==> src/rtl/php_pkg.sv <==
package php_pkg;

  // Field widths fixed by the item format
  localparam int DATA_W      = 8;
  localparam int META_W      = 64;
  localparam int NUM_SLOTS   = 4;
  localparam int IN_TDATA_W  = DATA_W + NUM_SLOTS * META_W;
  localparam int OUT_TUSER_W = 2;

  // Configuration register widths
  localparam int CNT_W       = 3;
  localparam int SIZE_W      = 4;
  localparam int SLOT_IDX_W  = 2;
  localparam int BYTE_IDX_W  = 3;
  localparam int CFG_ADDR_W  = 6;
  localparam int CFG_DATA_W  = 64;
  localparam int REG_IDX_W   = 3;

  localparam logic [NUM_SLOTS*SIZE_W-1:0] SIZES_RESET = 16'h1111;

  // Byte queue between front and back
  localparam int QDEPTH      = 4;
  localparam int QPTR_W      = 2;
  localparam int QCNT_W      = 3;

  typedef enum logic [REG_IDX_W-1:0] {
    REG_FIELD_COUNT = 3'd0,
    REG_FIELD_SIZES = 3'd1,
    REG_FROM_META   = 3'd2,
    REG_CONST_0     = 3'd3,
    REG_CONST_1     = 3'd4,
    REG_CONST_2     = 3'd5,
    REG_CONST_3     = 3'd6
  } reg_idx_t;

  // One queued beat, without its metadata words
  typedef struct packed {
    logic [DATA_W-1:0] data;
    logic              first;
    logic              last;
    logic              hdr;
  } ctl_t;

  // Header settings seen by the back end
  typedef struct packed {
    logic [CNT_W-1:0]                   count;
    logic [NUM_SLOTS-1:0][SIZE_W-1:0]   sizes;
    logic [NUM_SLOTS-1:0]               from_meta;
    logic [NUM_SLOTS-1:0][META_W-1:0]   const_value;
  } cfg_t;

endpackage

==> src/rtl/packet_header_prepend_unit.sv <==
// Packet header prepend unit. Packet bytes enter on the s_ side one beat per
// byte; s_tuser marks the first byte of a packet and s_tlast the final one,
// and the four metadata words ride along in s_tdata (only the first byte's
// words are used). On a first byte the unit sends a header of up to four
// fields ahead of it: field i is 1..8 bytes long (nibble i of field_sizes,
// 0 read as 1), taken from const_value_i (most significant byte first) or
// from metadata word i (bits 7:0 first) as field_from_metadata selects.
// Each output beat carries one byte; m_tuser[0] marks the first byte of the
// encapsulated packet, m_tuser[1] the last beat caused by an input beat, and
// m_tlast the packet's final byte. The back-end sequencer drives one byte per
// cycle into the output register while the output is not stalled, so a
// first byte with a header goes out after all of its header bytes. A 4-beat
// queue sits between the input side and the sequencer, so input keeps
// flowing while header bytes go out or the output stalls. Registers sit at
// byte address 8*i on the configuration port; the user must write them only
// while the unit is idle, as the unit itself does not enforce it.
module packet_header_prepend_unit import php_pkg::*; #(
  parameter int MAX_FIELDS  = 4,
  parameter int FIELD_BYTES = 8
) (
  input  logic                    clk,
  input  logic                    rst,
  // input beats
  input  logic                    s_tvalid,
  output logic                    s_tready,
  input  logic [IN_TDATA_W-1:0]   s_tdata,   // data_byte, meta_word_0..3
  input  logic                    s_tuser,   // pkt_first
  input  logic                    s_tlast,   // pkt_last
  // output beats
  output logic                    m_tvalid,
  input  logic                    m_tready,
  output logic [DATA_W-1:0]       m_tdata,   // out_byte
  output logic [OUT_TUSER_W-1:0]  m_tuser,   // out_first, run_end
  output logic                    m_tlast,   // out_last
  // configuration port
  input  logic                    psel,
  input  logic                    penable,
  input  logic                    pwrite,
  input  logic [CFG_ADDR_W-1:0]   paddr,
  input  logic [CFG_DATA_W-1:0]   pwdata,
  output logic [CFG_DATA_W-1:0]   prdata,
  output logic                    pready
);

  localparam int SLOTS_USED = (MAX_FIELDS < NUM_SLOTS) ? MAX_FIELDS : NUM_SLOTS;
  localparam int MW         = FIELD_BYTES * DATA_W;

  // Configuration registers
  logic [CNT_W-1:0]                 field_count;
  logic [NUM_SLOTS*SIZE_W-1:0]      field_sizes;
  logic [NUM_SLOTS-1:0]             field_from_metadata;
  logic [NUM_SLOTS-1:0][META_W-1:0] const_value;

  logic                             cfg_wr;
  logic [REG_IDX_W-1:0]             reg_idx;
  cfg_t                             cfg;

  logic [SLOTS_USED-1:0][MW-1:0]    s_meta;
  logic                             q_valid;
  ctl_t                             q_ctl;
  logic [SLOTS_USED-1:0][MW-1:0]    q_meta;
  logic                             q_pop;

  assign pready  = 1'b1;
  assign cfg_wr  = psel && penable && pwrite && pready;
  assign reg_idx = paddr[CFG_ADDR_W-1:3];

  always_ff @(posedge clk) begin
    if (rst) begin
      field_count         <= '0;
      field_sizes         <= SIZES_RESET;
      field_from_metadata <= '0;
      const_value         <= '0;
    end else if (cfg_wr) begin
      case (reg_idx)
        REG_FIELD_COUNT: field_count         <= pwdata[CNT_W-1:0];
        REG_FIELD_SIZES: field_sizes         <= pwdata[NUM_SLOTS*SIZE_W-1:0];
        REG_FROM_META:   field_from_metadata <= pwdata[NUM_SLOTS-1:0];
        REG_CONST_0:     const_value[0]      <= pwdata;
        REG_CONST_1:     const_value[1]      <= pwdata;
        REG_CONST_2:     const_value[2]      <= pwdata;
        REG_CONST_3:     const_value[3]      <= pwdata;
        default:         ; // drop writes beyond the register list
      endcase
    end
  end

  always_comb begin
    case (reg_idx)
      REG_FIELD_COUNT: prdata = CFG_DATA_W'(field_count);
      REG_FIELD_SIZES: prdata = CFG_DATA_W'(field_sizes);
      REG_FROM_META:   prdata = CFG_DATA_W'(field_from_metadata);
      REG_CONST_0:     prdata = const_value[0];
      REG_CONST_1:     prdata = const_value[1];
      REG_CONST_2:     prdata = const_value[2];
      REG_CONST_3:     prdata = const_value[3];
      default:         prdata = '0;
    endcase
  end

  // Clamp the field count to the fields this build supports
  always_comb begin
    if (field_count > CNT_W'(SLOTS_USED)) begin
      cfg.count = CNT_W'(SLOTS_USED);
    end else begin
      cfg.count = field_count;
    end
    cfg.sizes       = field_sizes;
    cfg.from_meta   = field_from_metadata;
    cfg.const_value = const_value;
  end

  // Keep only the metadata bytes a field can reach
  for (genvar i = 0; i < SLOTS_USED; i++) begin : g_meta
    assign s_meta[i] = s_tdata[DATA_W + META_W*i +: MW];
  end

  php_front #(
    .SLOTS_USED (SLOTS_USED),
    .MW         (MW)
  ) u_front (
    .clk      (clk),
    .rst      (rst),
    .in_valid (s_tvalid),
    .in_ready (s_tready),
    .in_data  (s_tdata[DATA_W-1:0]),
    .in_first (s_tuser),
    .in_last  (s_tlast),
    .in_meta  (s_meta),
    .count    (cfg.count),
    .q_valid  (q_valid),
    .q_ctl    (q_ctl),
    .q_meta   (q_meta),
    .q_pop    (q_pop)
  );

  php_back #(
    .SLOTS_USED  (SLOTS_USED),
    .FIELD_BYTES (FIELD_BYTES),
    .MW          (MW)
  ) u_back (
    .clk         (clk),
    .rst         (rst),
    .cfg         (cfg),
    .q_valid     (q_valid),
    .q_ctl       (q_ctl),
    .q_meta      (q_meta),
    .q_pop       (q_pop),
    .out_valid   (m_tvalid),
    .out_ready   (m_tready),
    .out_byte    (m_tdata),
    .out_first   (m_tuser[0]),
    .out_last    (m_tlast),
    .out_run_end (m_tuser[1])
  );

endmodule

==> src/rtl/php_front.sv <==
module php_front import php_pkg::*; #(
  parameter int SLOTS_USED = 4,
  parameter int MW         = 64
) (
  input  logic                               clk,
  input  logic                               rst,
  input  logic                               in_valid,
  output logic                               in_ready,
  input  logic [DATA_W-1:0]                  in_data,
  input  logic                               in_first,
  input  logic                               in_last,
  input  logic [SLOTS_USED-1:0][MW-1:0]      in_meta,
  input  logic [CNT_W-1:0]                   count,
  output logic                               q_valid,
  output ctl_t                               q_ctl,
  output logic [SLOTS_USED-1:0][MW-1:0]      q_meta,
  input  logic                               q_pop
);

  ctl_t                               ctl_mem  [QDEPTH];
  logic [SLOTS_USED-1:0][MW-1:0]      meta_mem [QDEPTH];
  logic [QPTR_W-1:0]                  wr_ptr;
  logic [QPTR_W-1:0]                  rd_ptr;
  logic [QCNT_W-1:0]                  fill;
  logic                               push;
  ctl_t                               ctl_in;

  assign in_ready = (fill != QCNT_W'(QDEPTH));
  assign push     = in_valid && in_ready;
  assign q_valid  = (fill != '0);

  // Classify: a first byte with any field configured carries a header
  always_comb begin
    ctl_in.data  = in_data;
    ctl_in.first = in_first;
    ctl_in.last  = in_last;
    ctl_in.hdr   = in_first && (count != '0);
  end

  always_ff @(posedge clk) begin
    if (rst) begin
      wr_ptr <= '0;
      rd_ptr <= '0;
      fill   <= '0;
    end else begin
      if (push) begin
        wr_ptr <= wr_ptr + 1'b1;
      end
      if (q_pop) begin
        rd_ptr <= rd_ptr + 1'b1;
      end
      case ({push, q_pop})
        2'b10:   fill <= fill + 1'b1;
        2'b01:   fill <= fill - 1'b1;
        default: fill <= fill;
      endcase
    end
  end

  always_ff @(posedge clk) begin
    if (push) begin
      ctl_mem[wr_ptr]  <= ctl_in;
      meta_mem[wr_ptr] <= in_meta;
    end
  end

  assign q_ctl  = ctl_mem[rd_ptr];
  assign q_meta = meta_mem[rd_ptr];

endmodule

==> src/rtl/php_back.sv <==
module php_back import php_pkg::*; #(
  parameter int SLOTS_USED  = 4,
  parameter int FIELD_BYTES = 8,
  parameter int MW          = 64
) (
  input  logic                               clk,
  input  logic                               rst,
  input  cfg_t                               cfg,
  input  logic                               q_valid,
  input  ctl_t                               q_ctl,
  input  logic [SLOTS_USED-1:0][MW-1:0]      q_meta,
  output logic                               q_pop,
  output logic                               out_valid,
  input  logic                               out_ready,
  output logic [DATA_W-1:0]                  out_byte,
  output logic                               out_first,
  output logic                               out_last,
  output logic                               out_run_end
);

  localparam int FI_W = (SLOTS_USED > 1) ? $clog2(SLOTS_USED) : 1;

  logic [FI_W-1:0]       fi;
  logic [BYTE_IDX_W-1:0] bi;
  logic                  hdr_done;

  logic                  hdr_phase;
  logic                  emit;
  logic [SLOT_IDX_W-1:0] slot;
  logic [SIZE_W-1:0]     sz_raw;
  logic [SIZE_W-1:0]     sz;
  logic [SIZE_W-1:0]     const_rev;
  logic                  byte_last;
  logic                  field_last;
  logic [DATA_W-1:0]     meta_byte;
  logic [DATA_W-1:0]     const_byte;
  logic [DATA_W-1:0]     hdr_byte;

  assign hdr_phase = q_valid && q_ctl.hdr && !hdr_done;
  assign emit      = q_valid && (!out_valid || out_ready);
  assign q_pop     = emit && !hdr_phase;

  assign slot   = SLOT_IDX_W'(fi);
  assign sz_raw = cfg.sizes[slot];

  // Clamp the field length to 1..FIELD_BYTES
  always_comb begin
    if (sz_raw == '0) begin
      sz = SIZE_W'(1);
    end else if (sz_raw > SIZE_W'(FIELD_BYTES)) begin
      sz = SIZE_W'(FIELD_BYTES);
    end else begin
      sz = sz_raw;
    end
  end

  assign const_rev  = sz - SIZE_W'(1) - SIZE_W'(bi);
  assign byte_last  = (SIZE_W'(bi) == sz - SIZE_W'(1));
  assign field_last = (CNT_W'(fi) == cfg.count - CNT_W'(1));

  // Metadata goes out low byte first, constants high byte first
  assign meta_byte  = DATA_W'(q_meta[fi] >> {bi, 3'b000});
  assign const_byte = DATA_W'(cfg.const_value[slot] >> {const_rev[BYTE_IDX_W-1:0], 3'b000});
  assign hdr_byte   = cfg.from_meta[slot] ? meta_byte : const_byte;

  always_ff @(posedge clk) begin
    if (rst) begin
      out_valid <= 1'b0;
      fi        <= '0;
      bi        <= '0;
      hdr_done  <= 1'b0;
    end else begin
      if (emit) begin
        out_valid <= 1'b1;
        if (hdr_phase) begin
          if (byte_last) begin
            bi <= '0;
            if (field_last) begin
              fi       <= '0;
              hdr_done <= 1'b1;
            end else begin
              fi <= fi + 1'b1;
            end
          end else begin
            bi <= bi + 1'b1;
          end
        end else begin
          hdr_done <= 1'b0;
        end
      end else if (out_valid && out_ready) begin
        out_valid <= 1'b0;
      end
    end
  end

  always_ff @(posedge clk) begin
    if (emit) begin
      if (hdr_phase) begin
        out_byte    <= hdr_byte;
        out_first   <= (fi == '0) && (bi == '0);
        out_last    <= 1'b0;
        out_run_end <= 1'b0;
      end else begin
        out_byte    <= q_ctl.data;
        out_first   <= q_ctl.first && !q_ctl.hdr;
        out_last    <= q_ctl.last;
        out_run_end <= 1'b1;
      end
    end
  end

endmodule

==> config.mk <==
export PLATFORM = sky130hd
export DESIGN_NAME = packet_header_prepend_unit
export DESIGN_NICKNAME = d
export VERILOG_FILES = /design/src/rtl/php_pkg.sv /design/src/rtl/packet_header_prepend_unit.sv /design/src/rtl/php_front.sv /design/src/rtl/php_back.sv
export SDC_FILE = /design/constraint.sdc
export NUM_CORES = 2
export LEC_CHECK = 0
export CAP_MARGIN = 20
export CORE_ASPECT_RATIO = 0.9
export CORE_MARGIN = 4
export CORE_UTILIZATION = 42
export DETAILED_ROUTE_END_ITERATION = 10
export DONT_BUFFER_PORTS = 1
export SYNTH_ARGS = -nofsm -noshare
export SYNTH_HDL_FRONTEND = slang
export SYNTH_HIERARCHICAL = 1
export SYNTH_SLANG_ARGS = --single-unit
==> constraint.sdc <==
create_clock -name clk -period 20.1 [get_ports clk]
set_clock_uncertainty 0.05 [all_clocks]
set_input_delay 2.01 -clock clk [delete_from_list [all_inputs] [get_ports clk]]
set_output_delay 2.01 -clock clk [all_outputs]
set_load 0.02 [all_outputs]
==> reports/results.tsv <==
stage	metric	value	unit
logic_synthesis	top-area cell type share of the netlist area	55.8	%
final_layout	area grow syn2layout	10.5	%
worst_setup_path	Setup crit end kind	register	
sta	final hold viol count	0	
logic_synthesis	fraction of registers with async set/reset	0	%
final_layout	layout cells sized above 1	16.2	%
sta	worst-margin pin slew	1.10	ns
logic_synthesis	top area cells in the synthesized netlist	edfxtp_1, dfxtp_1, mux4_2	
worst_setup_path	CP Data Arrival Time	6.78	ns
sta	unrepaired setup endpoints after global routing	false	
hold_path	HP Start	u_back/hdr_done$_SDFFE_PP0P_	
worst_setup_path	r2r setup slk	13.75	ns
clock_network	Root Buffer	clkbuf_16	
hold_path	Hold/Removal Path Class	reg -> reg	
place	Post-Place Setup Slack	13.55	ns
logic_synthesis	Mapped Area	0.0581	sq mm
detailed_routing	number of remaining DRC errors	0	
floorplan	overall die area	0.144	sq mm
clock_network	Clock Pin Slew Worst Setup and Hold Paths	0.06	ns
global_routing	initial antenna violation count	4	
clock_network	cts bufs inserted	145	
final_layout	most common library cell in the layout ignoring fill and taps	edfxtp_1	
logic_synthesis	FF+latch count, synth	1374	
sta	fin crit period	6.35	ns
sta	crit path setup slack, layout	13.75	ns
worst_setup_path	Worst EP required	20.53	ns
logic_synthesis	sequential-to-total area share from yosys stat	65.9	%
floorplan	Die Span X	400	microns
worst_setup_path	Reg2Reg Depth	13	
job	Max Cap Viol	0	
place	GPL Wtd Cong	0.820	
sta	Setup violations, final	0	
logic_synthesis	Synthesized Nets	3579	
sta	Slew headroom	26.2	%
floorplan	core area	0.137	sq mm
status	status	finished clean	
power_and_ir_drop	Leakage	0.0217	uW
global_routing	vias in the first global route	29815	
floorplan	die extent in y	361	microns
power_and_ir_drop	total power	7600	uW
detailed_routing	DRT Pass-1 Iters	6	
worst_setup_path	Crit Path Max Fanout	81	
clock_network	setup bufs post-CTS	0	
logic_synthesis	Main synth FF type	edfxtp_1	
final_layout	most frequent cells in the layout	edfxtp_1, mux2i_1, nand2b_1	
worst_setup_path	reg2reg end	u_back/out_byte[1]$_DFFE_PP_	
logic_synthesis	Yosys cell types	56	
worst_setup_path	reg2reg start	u_back/fi[0]$_SDFFE_PP0P_	
final_layout	Nets	3544	
sta	max-slew violations	0	
sta	Fmax achieved	158	MHz
clock_network	Resized Gates After CTS	0	
final_layout	Core Util, Final	46.7	%
clock_network	CTS Hold Buffers Added	0	
power_and_ir_drop	power per cell area	118	mW/mm^2
global_routing	largest net degree at the start of global routing	365	
detailed_routing	Iteration-0 DRC Markers	2385	
detailed_routing	Avg Vias per Cell	5.69	
clock_network	TritonCTS clock tree	done	
power_and_ir_drop	Peak VDD IR	109	uV
clock_network	CTS Buffer Depth	3	
global_routing	first-pass GRT wire length	215000	microns
logic_synthesis	synth warn	6	
hold_path	hold-critical path endpoint	u_back/hdr_done$_SDFFE_PP0P_	
sta	total negative slack	0	ns
floorplan	Initial Utilization	42.3	%
place	number of I/O port buffers	0	
detailed_routing	DR WL/cell	28.7	microns
worst_setup_path	crit start category	register	
clock_network	H-tree depth	4	
logic_synthesis	post-synthesis instance total	3222	
global_routing	grt total ovfl	0	
clock_network	clock sink count	1374	
logic_synthesis	EDFF count, synth	1079	
worst_setup_path	critical path class	reg -> reg	
logic_synthesis	syn_area_per_cell	18.0	sq um
floorplan	FP Rows	129	
detailed_routing	Total Wirelength	147000	microns
logic_synthesis	Yosys top cell by area	edfxtp_1	
hold_path	WHS Path Cells	2	
sta	fin crit share	31.6	%
clock_network	Skew-Pair Late Insertion Delay	0.77	ns
floorplan	I/O pins	421	
detailed_routing	Final ANT Viol Nets	0	
global_routing	gr usage total	20.3	%
place	hpwl dp	93000	microns
detailed_routing	total vias in the final route	29179	
power by group:
group | internal, uW | switching, uW | total [uW]
clock network | 1480 | 1110 | 2590
logic | 693 | 846 | 1540
registers | 3350 | 129 | 3480
critical path, cell delays in order, from the launching register on:
cell and delay, ns:
dfxtp_4 0.72, buf_4 0.77, buf_12 0.57, mux4_2 0.63, o21bai_1 0.14, nor2b_1 0.28, ha_4 0.52, buf_4 0.70
nor2b_1 0.21, buf_4 0.25, a221o_1 0.28, o22ai_1 0.09, a41oi_1 0.54, a31oi_1 0.16
final cells by class:
cell class              count  area (sq um)
diodes                      4          10.0
clock buffers             186          3890
clock inverters            66           702
fillers                 11558         73200
inverters                  21          78.8
multi-input cells        1602         18500
flip-flops and latches   1374         38300
well taps                1834          2290
repair buffers             43           405
worst max-delay path by stage:
stage | slack [ns] | startpoint | endpoint
CTS | 13.58 | u_back/fi[0]$_SDFFE_PP0P_ | u_back/out_byte[5]$_DFFE_PP_
global route | 13.40 | u_back/fi[0]$_SDFFE_PP0P_ | u_back/out_byte[1]$_DFFE_PP_
global placement | 13.58 | u_back/fi[0]$_SDFFE_PP0P_ | u_back/out_byte[5]$_DFFE_PP_
floorplan | 10.92 | s_tvalid | u_front/ctl_mem[0][0]$_DFFE_PP_
finish | 13.75 | u_back/fi[0]$_SDFFE_PP0P_ | u_back/out_byte[1]$_DFFE_PP_
detailed placement | 13.55 | u_back/fi[0]$_SDFFE_PP0P_ | u_back/out_byte[5]$_DFFE_PP_
per-layer routing:
metal / part of all wire [%] / GRT usage, %
met5: 0 / 0
met2: 49 / 33.1
met1: 41 / 26.4
met4: 2.0 / 4.77
met3: 8.3 / 6.88
Yosys cell counts, drive strengths merged (2+ instances only):
cell type / number
a22o: 65
xnor2: 5
inv: 20
and2: 9
nand2: 41
a41oi: 7
o21a: 5
mux2i: 404
nand4: 6
o2bb2ai: 51
o211ai: 12
nand2b: 347
buf: 133
mux2: 35
a221o: 31
xor2: 6
fa: 2
a2bb2oi: 8
nor2b: 15
mux4: 362
dfxtp: 295
a21oi: 14
o22ai: 22
nand3: 3
ha: 12
or3: 5
nor3: 4
a221oi: 12
clkbuf: 92
a31oi: 17
nor2: 85
o21ai: 4
edfxtp: 1079
sequential cells by signal, summed over array words and instances (netlist names), 3 cells and up, named ones only:
signal               cells
u_front/fill             3
field_count              3
u_front/ctl_mem         44
u_front/meta_mem      1024
cfg                    256
u_back/out_byte          8
field_from_metadata      4
u_back/bi                3
field_sizes             16
through the flow:
| stage | area [sq um] | hold slack, ns | instances |
|---|---|---|---|
| after floorplan | 58100 | 0.381 | 3222 |
| after global placement | 59600 | 0.397 | 4872 |
| after detailed placement | 59600 | 0.406 | 4873 |
| after CTS | 64100 | 0.414 | 5125 |
| after global routing | 64200 | 0.427 | 5128 |
| final | 64200 | 0.410 | 5130 |
logic make-up (layout without fill, tap and decap cells):
logic type	after synthesis	count (layout)	share of synthesized area, %
AOI/OAI and AO/OA	253	253	3.56
other	1	5	0.00646
and+or+nand+nor	520	520	5.09
xor gates and xnor gates	13	13	0.246
buffers and inverters	246	316	2.37
DFF	1374	1374	65.9
adders and majority gates	14	14	0.327
muxes	801	801	22.5
Note: power is estimated with default switching activity, not from simulation.
